--- config.mk ---
export PLATFORM = sky130hd
export DESIGN_NAME = sensor_command_sequencer_unit_flat
export DESIGN_NICKNAME = d
export VERILOG_FILES = /design/src/rtl/scs_pkg.sv /design/src/rtl/scs_in_if.sv /design/src/rtl/scs_out_if.sv /design/src/rtl/scs_queue.sv /design/src/rtl/scs_front.sv /design/src/rtl/scs_back.sv /design/src/rtl/sensor_command_sequencer_unit.sv /design/src/flat_wrapper.sv
export SDC_FILE = /design/constraint.sdc
export NUM_CORES = 1
export LEC_CHECK = 0
export BUFFER_PORTS_ARGS = -buffer_cell sky130_fd_sc_hd__buf_2
export CORE_MARGIN = 2
export CORE_UTILIZATION = 50
export DETAILED_ROUTE_END_ITERATION = 12
export PLACE_DENSITY = 0.81
export SETUP_SLACK_MARGIN = 0.1
export SYNTH_ARGS = -nofsm -noshare
export SYNTH_HDL_FRONTEND = slang
export SYNTH_SLANG_ARGS = --single-unit
--- constraint.sdc ---
create_clock -name clk -period 7.5 [get_ports clk]
set_input_delay 1.5 -clock clk [delete_from_list [all_inputs] [get_ports clk]]
set_output_delay 1.5 -clock clk [all_outputs]
set_load 0.05 [all_outputs]
--- src/rtl/scs_pkg.sv ---
// Shared types and constants for the sensor command sequencer.
package scs_pkg;

	localparam int QUEUE_DEPTH_DEF = 2;
	localparam int MAX_BEATS       = 10;
	localparam int CMD_COUNT       = 10;

	localparam logic [1:0] KIND_POWER   = 2'd0;
	localparam logic [1:0] KIND_COMMAND = 2'd1;
	localparam logic [1:0] KIND_POLL    = 2'd2;
	localparam logic [1:0] KIND_DONE    = 2'd3;

	localparam logic [3:0] CMD_SETTIME       = 4'd0;
	localparam logic [3:0] CMD_GETTIME       = 4'd1;
	localparam logic [3:0] CMD_STATUS_COMMON = 4'd2;
	localparam logic [3:0] CMD_STATUS_EXT    = 4'd3;
	localparam logic [3:0] CMD_STATUS_BOTH   = 4'd4;
	localparam logic [3:0] CMD_GETINTERVALS  = 4'd5;
	localparam logic [3:0] CMD_SETINT_FGDOS  = 4'd6;
	localparam logic [3:0] CMD_SETINT_RADFET = 4'd7;
	localparam logic [3:0] CMD_SETINT_SRAM   = 4'd8;
	localparam logic [3:0] CMD_SHUTDOWN      = 4'd9;
	localparam logic [3:0] CMD_NONE          = 4'd15;

	localparam logic [3:0] EV_POWER_ON     = 4'd0;
	localparam logic [3:0] EV_POWER_OFF    = 4'd1;
	localparam logic [3:0] EV_ERROR        = 4'd2;
	localparam logic [3:0] EV_TIME         = 4'd3;
	localparam logic [3:0] EV_STATUS       = 4'd4;
	localparam logic [3:0] EV_INTERVALS    = 4'd5;
	localparam logic [3:0] EV_INTERVAL_SET = 4'd6;
	localparam logic [3:0] EV_SHUTDOWN     = 4'd7;
	localparam logic [3:0] EV_DATA         = 4'd8;
	localparam logic [3:0] EV_NONE         = 4'd0;

	localparam logic [6:0] ADDR_POWER = 7'h47;
	localparam logic [6:0] ADDR_CTRL  = 7'h0B;

	localparam logic [7:0] PWR_LEAD     = 8'h00;
	localparam logic [7:0] PWR_ON_BYTE  = 8'h1F;
	localparam logic [7:0] PWR_OFF_BYTE = 8'h17;
	localparam logic [7:0] OP_SETTIME   = 8'h0D;
	localparam logic [7:0] OP_GETTIME   = 8'h0E;
	localparam logic [7:0] OP_STATUS    = 8'h0A;
	localparam logic [7:0] OP_GETINT    = 8'h0C;
	localparam logic [7:0] OP_SETINT    = 8'h0B;
	localparam logic [7:0] OP_SHUTDOWN  = 8'h0F;
	localparam logic [7:0] ERR_MARK     = 8'hFF;
	localparam logic [5:0] ERR_MIN_SIZE = 6'd3;

	localparam logic [5:0] RLEN_POWER   = 6'd0;
	localparam logic [5:0] RLEN_TIME    = 6'd10;
	localparam logic [5:0] RLEN_ST_COM  = 6'd15;
	localparam logic [5:0] RLEN_ST_EXT  = 6'd33;
	localparam logic [5:0] RLEN_ST_BOTH = 6'd45;
	localparam logic [5:0] RLEN_GETINT  = 6'd14;
	localparam logic [5:0] RLEN_SETINT  = 6'd7;
	localparam logic [5:0] RLEN_SHUT    = 6'd2;

	typedef struct packed {
		logic [3:0] code;
		logic [7:0] data;
	} ev_t;

	// One queued job: a whole frame or one or two events.
	typedef struct packed {
		logic                     is_event;
		logic [6:0]               addr;
		logic [5:0]               rlen;
		logic [3:0]               count;
		logic [MAX_BEATS-1:0][7:0] bytes;
		logic [1:0][3:0]          ev;
	} job_t;

	typedef struct packed {
		logic       result_kind;
		logic [6:0] bus_address;
		logic [7:0] data_byte;
		logic [5:0] reply_length;
		logic [3:0] event_code;
		logic       last;
	} beat_t;

endpackage

--- src/rtl/scs_in_if.sv ---
// Input channel interface: one request beat.
interface scs_in_if;
	import scs_pkg::*;

	logic        valid;
	logic        ready;
	logic [1:0]  kind;
	logic        power_request;
	logic [3:0]  command;
	logic [31:0] interval_value;
	logic [63:0] current_time;
	logic [5:0]  reply_size;
	logic [7:0]  reply_byte0;
	logic [7:0]  reply_byte1;

	modport source (
		output valid, kind, power_request, command, interval_value, current_time,
		       reply_size, reply_byte0, reply_byte1,
		input  ready
	);
	modport sink (
		input  valid, kind, power_request, command, interval_value, current_time,
		       reply_size, reply_byte0, reply_byte1,
		output ready
	);
endinterface

--- src/rtl/scs_out_if.sv ---
// Result channel interface: one frame byte or event beat.
interface scs_out_if;
	import scs_pkg::*;

	logic       valid;
	logic       ready;
	logic       result_kind;
	logic [6:0] bus_address;
	logic [7:0] data_byte;
	logic [5:0] reply_length;
	logic [3:0] event_code;
	logic       last;

	modport source (
		output valid, result_kind, bus_address, data_byte, reply_length, event_code, last,
		input  ready
	);
	modport sink (
		input  valid, result_kind, bus_address, data_byte, reply_length, event_code, last,
		output ready
	);
endinterface

--- src/rtl/scs_queue.sv ---
// Small job queue between the front and back parts.
module scs_queue #(
	parameter int DEPTH = scs_pkg::QUEUE_DEPTH_DEF
) (
	input  logic          clk,
	input  logic          arst_n,
	input  logic          push,
	input  scs_pkg::job_t push_job,
	output logic          full,
	input  logic          pop,
	output scs_pkg::job_t head,
	output logic          head_valid
);
	import scs_pkg::*;

	localparam int PW = (DEPTH > 1) ? $clog2(DEPTH) : 1;
	localparam int CW = $clog2(DEPTH + 1);

	job_t          store_q [DEPTH];
	logic [PW-1:0] wr_ptr_q;
	logic [PW-1:0] rd_ptr_q;
	logic [CW-1:0] cnt_q;

	function automatic logic [PW-1:0] ptr_next(logic [PW-1:0] p);
		return (p == PW'(DEPTH - 1)) ? '0 : p + 1'b1;
	endfunction

	assign full       = (cnt_q == CW'(DEPTH));
	assign head_valid = (cnt_q != '0);
	assign head       = store_q[rd_ptr_q];

	always_ff @(posedge clk) begin
		if (push && !full) begin
			store_q[wr_ptr_q] <= push_job;
		end
	end

	always_ff @(posedge clk or negedge arst_n) begin
		if (!arst_n) begin
			wr_ptr_q <= '0;
			rd_ptr_q <= '0;
			cnt_q    <= '0;
		end else begin
			if (push && !full) begin
				wr_ptr_q <= ptr_next(wr_ptr_q);
			end
			if (pop && head_valid) begin
				rd_ptr_q <= ptr_next(rd_ptr_q);
			end
			cnt_q <= cnt_q + CW'(push && !full) - CW'(pop && head_valid);
		end
	end

	assert property (@(posedge clk) disable iff (!arst_n) cnt_q <= CW'(DEPTH))
		else $error("queue count above depth");
	assert property (@(posedge clk) disable iff (!arst_n) !(push && full))
		else $error("job pushed into full queue");

endmodule

--- src/rtl/scs_front.sv ---
// Front part: accepts request beats, keeps sequencer state, builds jobs.
module scs_front (
	input  logic          clk,
	input  logic          arst_n,
	scs_in_if.sink        item,
	input  logic          q_full,
	output logic          push,
	output scs_pkg::job_t push_job
);
	import scs_pkg::*;

	logic                 power_state_q;
	logic                 power_wanted_q;
	logic                 transfer_busy_q;
	logic                 power_transfer_q;
	logic                 power_direction_q;
	logic [CMD_COUNT-1:0] pending_q;
	logic [3:0]           active_q;
	logic [31:0]          interval_q;

	logic                 accept;
	logic [3:0]           sel_cmd;
	logic [8:0][7:0]      cb;
	logic [3:0]           cn;
	logic [5:0]           crl;
	logic [7:0]           csum;
	logic [MAX_BEATS-1:0][7:0] frame;
	logic                 err;
	logic [7:0]           b0p;
	logic [3:0]           a_eff;
	ev_t                  evm;
	job_t                 job;
	logic                 has_job;

	function automatic ev_t ev_for(logic [3:0] a, logic [7:0] bz, logic [7:0] b1);
		ev_t e;
		if (a == CMD_SETTIME || a == CMD_GETTIME) begin
			e = '{code: EV_TIME, data: bz};
		end else if (a >= CMD_STATUS_COMMON && a <= CMD_STATUS_BOTH) begin
			if (b1 != {4'd0, a - 4'd1}) e = '{code: EV_ERROR, data: b1};
			else e = '{code: EV_STATUS, data: bz};
		end else if (a == CMD_GETINTERVALS) begin
			e = '{code: EV_INTERVALS, data: b1};
		end else if (a >= CMD_SETINT_FGDOS && a <= CMD_SETINT_SRAM) begin
			e = '{code: EV_INTERVAL_SET, data: b1};
		end else if (a == CMD_SHUTDOWN) begin
			e = '{code: EV_SHUTDOWN, data: 8'd0};
		end else begin
			e = '{code: EV_DATA, data: bz};
		end
		return e;
	endfunction

	assign item.ready = !q_full;
	assign accept     = item.valid && !q_full;

	// lowest pending command wins
	always_comb begin
		sel_cmd = CMD_SHUTDOWN;
		for (int i = CMD_COUNT - 1; i >= 0; i--) begin
			if (pending_q[i]) sel_cmd = 4'(i);
		end
	end

	always_comb begin
		cb  = '0;
		cn  = 4'd1;
		crl = RLEN_SHUT;
		unique case (sel_cmd)
			CMD_SETTIME: begin
				cb[0] = OP_SETTIME;
				for (int i = 0; i < 8; i++) cb[1+i] = item.current_time[8*i +: 8];
				cn  = 4'd9;
				crl = RLEN_TIME;
			end
			CMD_GETTIME: begin
				cb[0] = OP_GETTIME;
				crl   = RLEN_TIME;
			end
			CMD_STATUS_COMMON, CMD_STATUS_EXT, CMD_STATUS_BOTH: begin
				cb[0] = OP_STATUS;
				cb[1] = {4'd0, sel_cmd - 4'd1};
				cn    = 4'd2;
				crl   = (sel_cmd == CMD_STATUS_COMMON) ? RLEN_ST_COM :
				        (sel_cmd == CMD_STATUS_EXT) ? RLEN_ST_EXT : RLEN_ST_BOTH;
			end
			CMD_GETINTERVALS: begin
				cb[0] = OP_GETINT;
				crl   = RLEN_GETINT;
			end
			CMD_SETINT_FGDOS, CMD_SETINT_RADFET, CMD_SETINT_SRAM: begin
				cb[0] = OP_SETINT;
				cb[1] = {4'd0, sel_cmd - 4'd5};
				for (int i = 0; i < 4; i++) cb[2+i] = interval_q[8*i +: 8];
				cn    = 4'd6;
				crl   = RLEN_SETINT;
			end
			default: begin
				cb[0] = OP_SHUTDOWN;
			end
		endcase
	end

	always_comb begin
		csum = '0;
		for (int i = 0; i < 9; i++) csum ^= cb[i];
		for (int i = 0; i < MAX_BEATS; i++) begin
			if (4'(i) < cn) frame[i] = (i < 9) ? cb[i] : 8'd0;
			else if (4'(i) == cn) frame[i] = csum;
			else frame[i] = 8'd0;
		end
	end

	assign err   = (item.reply_size >= ERR_MIN_SIZE) && (item.reply_byte0 == ERR_MARK);
	assign b0p   = (item.reply_size != '0) ? item.reply_byte0 : 8'd0;
	assign a_eff = err ? CMD_NONE : active_q;
	assign evm   = ev_for(a_eff, b0p, item.reply_byte1);

	always_comb begin
		job     = '0;
		has_job = 1'b0;
		unique case (item.kind)
			KIND_POLL: begin
				if (!transfer_busy_q) begin
					if (power_state_q != power_wanted_q) begin
						has_job      = 1'b1;
						job.addr     = ADDR_POWER;
						job.rlen     = RLEN_POWER;
						job.count    = 4'd2;
						job.bytes[0] = PWR_LEAD;
						job.bytes[1] = power_wanted_q ? PWR_ON_BYTE : PWR_OFF_BYTE;
					end else if (|pending_q) begin
						has_job   = 1'b1;
						job.addr  = ADDR_CTRL;
						job.rlen  = crl;
						job.count = cn + 4'd1;
						job.bytes = frame;
					end
				end
			end
			KIND_DONE: begin
				if (transfer_busy_q) begin
					has_job      = 1'b1;
					job.is_event = 1'b1;
					if (power_transfer_q) begin
						job.count    = 4'd1;
						job.bytes[0] = PWR_LEAD;
						job.ev[0]    = power_direction_q ? EV_POWER_ON : EV_POWER_OFF;
					end else if (err) begin
						job.count    = 4'd2;
						job.bytes[0] = item.reply_byte1;
						job.ev[0]    = EV_ERROR;
						job.bytes[1] = evm.data;
						job.ev[1]    = evm.code;
					end else begin
						job.count    = 4'd1;
						job.bytes[0] = evm.data;
						job.ev[0]    = evm.code;
					end
				end
			end
			default: begin
				has_job = 1'b0;
			end
		endcase
	end

	assign push     = accept && has_job;
	assign push_job = job;

	always_ff @(posedge clk or negedge arst_n) begin
		if (!arst_n) begin
			power_state_q     <= 1'b0;
			power_wanted_q    <= 1'b0;
			transfer_busy_q   <= 1'b0;
			power_transfer_q  <= 1'b0;
			power_direction_q <= 1'b0;
			pending_q         <= '0;
			active_q          <= CMD_NONE;
			interval_q        <= '0;
		end else if (accept) begin
			unique case (item.kind)
				KIND_POWER: begin
					power_wanted_q <= item.power_request;
				end
				KIND_COMMAND: begin
					if (item.command <= CMD_SHUTDOWN) begin
						pending_q <= pending_q | (CMD_COUNT'(1) << item.command);
						if (item.command >= CMD_SETINT_FGDOS && item.command <= CMD_SETINT_SRAM) begin
							interval_q <= item.interval_value;
						end
					end
				end
				KIND_POLL: begin
					if (!transfer_busy_q) begin
						if (power_state_q != power_wanted_q) begin
							transfer_busy_q   <= 1'b1;
							power_transfer_q  <= 1'b1;
							power_direction_q <= power_wanted_q;
						end else if (|pending_q) begin
							pending_q        <= pending_q & ~(CMD_COUNT'(1) << sel_cmd);
							active_q         <= sel_cmd;
							transfer_busy_q  <= 1'b1;
							power_transfer_q <= 1'b0;
						end
					end
				end
				default: begin
					if (transfer_busy_q) begin
						transfer_busy_q <= 1'b0;
						if (power_transfer_q) begin
							power_transfer_q <= 1'b0;
							power_state_q    <= power_direction_q;
						end else if (err) begin
							active_q <= CMD_NONE;
						end
					end
				end
			endcase
		end
	end

	assert property (@(posedge clk) disable iff (!arst_n) power_transfer_q |-> transfer_busy_q)
		else $error("power transfer flagged with no transfer in flight");

endmodule

--- src/rtl/scs_back.sv ---
// Back part: walks the head job beat by beat into the output register.
module scs_back (
	input  logic          clk,
	input  logic          arst_n,
	input  scs_pkg::job_t head,
	input  logic          head_valid,
	output logic          pop,
	scs_out_if.source     result
);
	import scs_pkg::*;

	logic [3:0] idx_q;
	logic       out_valid_q;
	beat_t      beat_q;
	beat_t      beat;
	logic       load;

	always_comb begin
		beat.result_kind  = head.is_event;
		beat.bus_address  = head.addr;
		beat.data_byte    = head.bytes[idx_q];
		beat.reply_length = head.rlen;
		beat.event_code   = head.is_event ? head.ev[idx_q[0]] : EV_NONE;
		beat.last         = (idx_q == head.count - 4'd1);
	end

	assign load = head_valid && (!out_valid_q || result.ready);
	assign pop  = load && beat.last;

	always_ff @(posedge clk) begin
		if (load) beat_q <= beat;
	end

	always_ff @(posedge clk or negedge arst_n) begin
		if (!arst_n) begin
			idx_q       <= '0;
			out_valid_q <= 1'b0;
		end else begin
			if (load) begin
				idx_q <= beat.last ? 4'd0 : idx_q + 4'd1;
			end
			if (load) out_valid_q <= 1'b1;
			else if (result.ready) out_valid_q <= 1'b0;
		end
	end

	assign result.valid        = out_valid_q;
	assign result.result_kind  = beat_q.result_kind;
	assign result.bus_address  = beat_q.bus_address;
	assign result.data_byte    = beat_q.data_byte;
	assign result.reply_length = beat_q.reply_length;
	assign result.event_code   = beat_q.event_code;
	assign result.last         = beat_q.last;

	assert property (@(posedge clk) disable iff (!arst_n) (idx_q != '0) |-> head_valid)
		else $error("job left the queue before its last beat");

endmodule

--- src/rtl/sensor_command_sequencer_unit.sv ---
// Top level of the sensor command sequencer.
//
// item:   request beats (power request, command request, poll, transfer done),
//         valid/ready, taken when both are high.
// result: frame bytes and event reports, valid/ready, last marks the final
//         beat caused by one request.
// A request is taken whenever the job queue has room, so requests may
// arrive every cycle. One request gives 0 to 10 result beats;
// frames are 2 to 10 bytes, completions give 1 or 2 events.
// The first beat of a request passes through the job queue and then the
// output register before it shows on result; the back part then drains
// one beat per cycle while result.ready is high.
// When the receiver stalls, the output register holds its beat, the queue
// fills, and item.ready drops once QUEUE_DEPTH jobs wait.
// Reset clears the power, transfer and pending state, the queue and the
// output valid flag; no command is active after reset.
module sensor_command_sequencer_unit #(
	parameter int QUEUE_DEPTH = scs_pkg::QUEUE_DEPTH_DEF
) (
	input  logic      clk,
	input  logic      arst_n,
	scs_in_if.sink    item,
	scs_out_if.source result
);
	import scs_pkg::*;

	logic q_full;
	logic push;
	job_t push_job;
	logic pop;
	job_t head;
	logic head_valid;

	scs_front u_front (
		.clk      (clk),
		.arst_n   (arst_n),
		.item     (item),
		.q_full   (q_full),
		.push     (push),
		.push_job (push_job)
	);

	scs_queue #(
		.DEPTH (QUEUE_DEPTH)
	) u_queue (
		.clk        (clk),
		.arst_n     (arst_n),
		.push       (push),
		.push_job   (push_job),
		.full       (q_full),
		.pop        (pop),
		.head       (head),
		.head_valid (head_valid)
	);

	scs_back u_back (
		.clk        (clk),
		.arst_n     (arst_n),
		.head       (head),
		.head_valid (head_valid),
		.pop        (pop),
		.result     (result)
	);

endmodule
--- src/flat_wrapper.sv ---
// flat-port wrapper written by rule: the top's interface ports become plain ports
module sensor_command_sequencer_unit_flat import scs_pkg::*;
#(
	parameter int QUEUE_DEPTH = scs_pkg::QUEUE_DEPTH_DEF
)
  (clk, arst_n, item_valid, item_kind, item_power_request, item_command, item_interval_value, item_current_time, item_reply_size, item_reply_byte0, item_reply_byte1, item_ready, result_valid, result_result_kind, result_bus_address, result_data_byte, result_reply_length, result_event_code, result_last, result_ready);
  scs_in_if item_i ();
  scs_out_if result_i ();
  input  logic clk;
  input  logic arst_n;
  input wire logic [$bits(item_i.valid)-1:0] item_valid;
  input wire logic [$bits(item_i.kind)-1:0] item_kind;
  input wire logic [$bits(item_i.power_request)-1:0] item_power_request;
  input wire logic [$bits(item_i.command)-1:0] item_command;
  input wire logic [$bits(item_i.interval_value)-1:0] item_interval_value;
  input wire logic [$bits(item_i.current_time)-1:0] item_current_time;
  input wire logic [$bits(item_i.reply_size)-1:0] item_reply_size;
  input wire logic [$bits(item_i.reply_byte0)-1:0] item_reply_byte0;
  input wire logic [$bits(item_i.reply_byte1)-1:0] item_reply_byte1;
  output wire logic [$bits(item_i.ready)-1:0] item_ready;
  output wire logic [$bits(result_i.valid)-1:0] result_valid;
  output wire logic [$bits(result_i.result_kind)-1:0] result_result_kind;
  output wire logic [$bits(result_i.bus_address)-1:0] result_bus_address;
  output wire logic [$bits(result_i.data_byte)-1:0] result_data_byte;
  output wire logic [$bits(result_i.reply_length)-1:0] result_reply_length;
  output wire logic [$bits(result_i.event_code)-1:0] result_event_code;
  output wire logic [$bits(result_i.last)-1:0] result_last;
  input wire logic [$bits(result_i.ready)-1:0] result_ready;
  assign item_i.valid = item_valid;
  assign item_i.kind = item_kind;
  assign item_i.power_request = item_power_request;
  assign item_i.command = item_command;
  assign item_i.interval_value = item_interval_value;
  assign item_i.current_time = item_current_time;
  assign item_i.reply_size = item_reply_size;
  assign item_i.reply_byte0 = item_reply_byte0;
  assign item_i.reply_byte1 = item_reply_byte1;
  assign item_ready = item_i.ready;
  assign result_valid = result_i.valid;
  assign result_result_kind = result_i.result_kind;
  assign result_bus_address = result_i.bus_address;
  assign result_data_byte = result_i.data_byte;
  assign result_reply_length = result_i.reply_length;
  assign result_event_code = result_i.event_code;
  assign result_last = result_i.last;
  assign result_i.ready = result_ready;
  sensor_command_sequencer_unit #(.QUEUE_DEPTH(QUEUE_DEPTH)) u_core (.clk(clk), .arst_n(arst_n), .item(item_i), .result(result_i));
endmodule
After elaboration in Yosys (flattened, before gate mapping)
Memory sizes are Yosys's and may differ from the RTL's.
Cells that the tools add are included.

storage, ports and cells
  flip-flop bits (word level) = 87
  bits in writable memories = 212
  logic and storage cells = 242
  memories = 1

memories
  memory                  depth  width  read ports  clocked after memory_dff  write ports  line             text
  u_core.u_queue.store_q  2      106    1           0                         1            scs_queue.sv:19  job_t store_q [DEPTH];

operators by class
  add/sub/neg operators = 10
  magnitude comparators = 20
  eq/ne operators = 34
  shifts and indexed selects = 2
  muxes and demuxes = 104
  bitwise gates (word level) = 14
  reduce and logical (&&, ||, !) cells = 38

operator list
  cell                                                                 count
  8-bit two-way mux                                                    27
  64-bit two-way mux                                                   2
  4-bit two-way mux                                                    25
  97-bit two-way mux                                                   1
  94-bit two-way mux                                                   1
  32-bit one-hot mux with 2 select lines                               1
  8-bit XOR                                                            8
  12-bit two-way mux                                                   5
  24-bit two-way mux                                                   2
  10-bit two-way mux                                                   4
  8-bit binary-select mux with 4-bit select                            1
  16-bit one-hot mux with 2 select lines                               1
  6-bit one-hot mux with 4 select lines                                1
  8-bit one-hot mux with 3 select lines                                1
  4-bit by 3-bit == test with 1-bit output, second input constant      5
  10-bit one-hot mux with 2 select lines                               1
  1-bit by 4-bit left shift with 10-bit output, first input constant   2
  1-bit two-way mux                                                    18
  17-bit two-way mux                                                   1
  3-bit by 4-bit == test with 1-bit output, first input constant       4
  3-bit by 4-bit < comparator with 1-bit output, first input constant  4
  16-bit two-way mux                                                   1
  4-bit one-hot mux with 2 select lines                                2
  3-bit one-hot mux with 5 select lines                                1
  56 further kinds                                                     103

Depth between registers and ports, before layout
  word-level depth = 26
  depth in mapped cells = 17

By module
From an unflattened synthesis, not the netlist that was laid out.

unflattened totals
  cells, all modules = 1191
  area total of the unflattened synthesis = 15224.6 um^2

by module, submodules not included
  module     times used  cells an instance  area an instance (um^2)
  scs_queue  1           348                7963.9
  scs_front  1           694                5345.1
  scs_back   1           149                1915.6

Least setup slack after synthesis
OpenSTA, ideal clock, no wires.

  path kind = input -> register
  start point = input item_kind[0]
  end point = memory u_core.u_queue.store_q[0][0] (netlist name) (enable)
  data arrival time = 6.426 ns
  required time = 6.938 ns
  slack = 0.512 ns
  stages = 6
  path through = nand2b_1 nor2_1 nand2_1 nand2_1 nand2_1 nor2_1

between the ends
  word-level cells in the longest chain between the ends = 6
  elaborated cells between the ends (all ways) = 7
  classes of those cells = 2 x eq/ne; 3 x mux; 2 x reduce/logical

RTL lines
  item                                       line                text
  start, declared                            flat_wrapper.sv:12  input wire logic [$bits(item_i.kind)-1:0] item_kind;
  2-bit == test                              scs_front.sv:122    unique case (item.kind)
  1-bit one-hot mux with 2 select lines *    scs_front.sv:122
  1-bit logical AND *                        scs_front.sv:168    assign push = accept && has_job;
  1-bit logical AND *                        scs_queue.sv:33     if (push && !full) begin
  1-bit two-way mux *                        scs_queue.sv:33
  1-bit two-way mux (implied by the code) *  scs_queue.sv:34     store_q[wr_ptr_q] <= push_job;
  end, declared                              scs_queue.sv:19

Every way passes the cells marked *; elsewhere a longest branch is shown, timed or not.

==> flow_summary.toml <==
[setup_path]
worst_ep_required_time_ps = 7780
reg2reg_from = "u_core.u_front.pending_q[7]"
critPathBufInv = 1
worstPathCellList = "nor2_1 > nor3_1 > o31ai_1 > ha_1 > o41a_2 > buf_4 > nor3_1 > a221oi_1 > xnor3_1 > xor2_1 > xnor2_1 > nor2_1"
cp_max_fo = 44
worst_r2r_path_depth = 12
critPathTopFamily = "compound AO/OA/AOI/OAI gates"
reg2reg_slack_ps = 2810
critPathLaunchType = "flop"
cp_slowest_cell = "ha_1"
crit_path_max_incr_delay_ps = 810
end_kind = "flop"
worstPathArrival_ps = 4970
critPathKind = "flop to flop"
r2r-end = "u_core.u_queue.store_q[1][80]"

[sta]
fin_skew_ps = 13.4
slew_violations = 0
fin_hold_ws_ps = 510
period_share = 0.625
hold_violations = 0
worst_pin_slew_ps = 1050
slew_headroom = 0.299
setup_tns_ps = 0
period_minus_slack_ps = 4690
max_freq_ghz = 0.213
setup_violations = 0
rsz0062_at_grt = "false"

[route]
wl_met1_um = 14300
postRouteAntennaNets = 0
dr_wl_met3_um = 3650
vias_per_cell = 6.06
vias = 9953
wire_per_inst_um = 21.8
met2_length_um = 16900
drt_iter0_drc = 1285
drcViolationCount = 0
top_layer_used = "met4"
wirelength_um = 35900
first_pass_iters = 5

[layout]
layout.nets = 1384
syn2layout_area_growth_pct = 14.7
drive_gt1_frac = 0.251
diodes = 0
fillers = 2193

[yosys]
synthCells = 1102
ys_seq_area_frac = 0.589
synth_ff_type = "edfxtp_1"
ys_warn_count = 0
avgSynthCellArea_um2 = 12.7
synth-seq-cells = 284
synth_area_um2 = 14000
async_flop_share = 0.211
synth_edf_count = 224
yosysUniqueCellTypes = 64

[floorplanning]
initial_utilization = 0.506
core_region_area_um2 = 27600
die_area_um2 = 29300
die-width_um = 171
num_rows = 61
ioPinCount = 158
dieHeight_um = 171

[cts]
clockBufferDepth = 3
cts_resized = 0
insertion_delay_ps = 550
postCtsHoldBufs = 0
clock-sinks = 284
post-cts-setup-buffers = 0
cts_tree = "yes"
cts-root-buf = "clkbuf_16"
cts.htree.levels = 1
clk_pin_slew_worst_paths_ps = 70
numCtsBuffers = 28

[grt]
grt_pass1_wl_um = 54800
overflow = 0
grtUsageTotal = 0.246
grt_pass1_vias = 9500
grt_max_degree = 63
antenna_found_initial = 0

[run_status]
outcome = "completed"

[placed_design]
finalWeightedCongestion = 0.893
portBuffers = 154
hpwlAfterDp_um = 25000

[worst_hold_path]
min_from = "u_core.u_front.power_direction_q"
whs_endpoint = "u_core.u_front.power_direction_q"
hold_class = "flop to flop"
holdPathStages = 2

[power]
leakage_uw = 0.00591
peakVddDrop_mv = 0.234
p_per_area_nw_per_um2 = 394

[flow_run]
drv_cap = 0
worst max path at each step:
stage	cells after the start	from	slack (ps)	to
5_1_grt	14	u_core.u_front.pending_q[3]	2510	u_core.u_queue.store_q[0][80]
2_1_floorplan	6	item_kind[0]	510	u_core.u_queue.store_q[0][0]
6_report	12	u_core.u_front.pending_q[7]	2810	u_core.u_queue.store_q[1][80]
4_1_cts	12	u_core.u_front.pending_q[7]	2900	u_core.u_queue.store_q[1][80]
3_3_place_gp	12	item_reply_size[5]	2990	u_core.u_queue.store_q[0][10]
3_5_place_dp	12	item_reply_size[5]	2880	u_core.u_queue.store_q[0][10]
cell type report:
type	count	area (um^2)	share of cell area
timing repair buffer	167	868	0.0542
clock buffer	33	739	0.0461
inverter	21	78.8	0.00492
multi-input combinational	740	5430	0.338
sequential	284	8240	0.514
tap	378	473	0.0295
clock inverter	19	206	0.0129
power by group:
| part | switching, uW | internal (uW) |
|---|---|---|
| logic | 1630 | 999 |
| clock network | 590 | 842 |
| registers | 232 | 2010 |
tightest hold or removal path, stage by stage (launching register included):
cell and delay (ps):
dfrtp_1 370, nand2_1 50, o21ai_0 60
synth_stat cells (all sizes together), types with 16 or more instances:
| cell | n | area share |
|---|---|---|
| edfxtp | 224 | 0.48 |
| nor2 | 88 | 0.024 |
| xnor2 | 34 | 0.021 |
| mux2 | 43 | 0.035 |
| inv | 21 | 0.0056 |
| dfrtp | 56 | 0.10 |
| nor3 | 19 | 0.0068 |
| buf | 28 | 0.011 |
| nand2 | 110 | 0.030 |
| nand3 | 19 | 0.0068 |
| o21ai | 49 | 0.018 |
| mux2i | 25 | 0.018 |
| xor2 | 18 | 0.011 |
| a31oi | 20 | 0.0090 |
| a21oi | 79 | 0.029 |
| clkbuf | 37 | 0.0099 |
| nor2b | 23 | 0.010 |
| and2 | 16 | 0.0073 |
| a22oi | 19 | 0.010 |
| mux4 | 44 | 0.071 |
placed cells by master, fill, tap and decap left out, drive strengths merged, types with 5 or more instances in the layout:
cell,Yosys,layout
edfxtp,224,224
buf,28,167
nand2,110,110
nor2,88,88
a21oi,79,79
dfrtp,56,56
o21ai,49,49
mux4,44,44
mux2,43,43
xnor2,34,34
clkbuf,37,33
mux2i,25,25
nor2b,23,23
inv,21,22
a31oi,20,20
nor3,19,19
nand3,19,19
a22oi,19,19
xor2,18,18
and2,16,16
a22o,15,15
ha,13,13
clkinv,0,13
nand2b,11,11
o22ai,10,10
conb,1,9
nor4,7,7
a221o,6,6
a211oi,5,5
o31ai,5,5
nand3b,5,5
per-stage QoR:
stage	setup WS, ps	instances	utilization	instance area [um^2]	power (uW)
final	2810	1642	0.580	16000	6310
after global routing	2510	1642	0.580	16000	6610
after CTS	2900	1642	0.580	16000	6300
after detailed placement	2880	1590	0.546	15100	4850
after floorplan	512	1110	-	14000	4200
after global placement	2990	1590	0.546	15100	4780
per-layer routing:
metal  vias to the layer above  GRT usage
met2                       600      0.391
met3                        82     0.0481
li1                       4442          -
met5                         -          0
met1                      4829      0.346
met4                         0     0.0730
sequential cells by signal, summed over array words and instances, names as in the netlist, 2 cells and up:
signal	flops
u_core.u_back.result.bus_address	3
u_core.u_queue.cnt_q	2
u_core.u_queue.store_q	202
u_core.u_front.active_q	4
u_core.u_back.result.data_byte	8
u_core.u_back.idx_q	4
u_core.u_back.result.event_code	4
u_core.u_back.result.reply_length	5
u_core.u_front.pending_q	10
u_core.u_front.interval_q	32
cell families after synthesis:
logic type | Yosys count | share of synthesized area
flops | 284 | 0.589
mux | 112 | 0.123
compound gates | 232 | 0.104
simple gates | 318 | 0.105
xor+xnor | 56 | 0.0391
other cells | 1 | 0.000268
buf+inv | 86 | 0.0263
fa+ha+maj | 13 | 0.0116
Power figures use the tool's default switching activity.
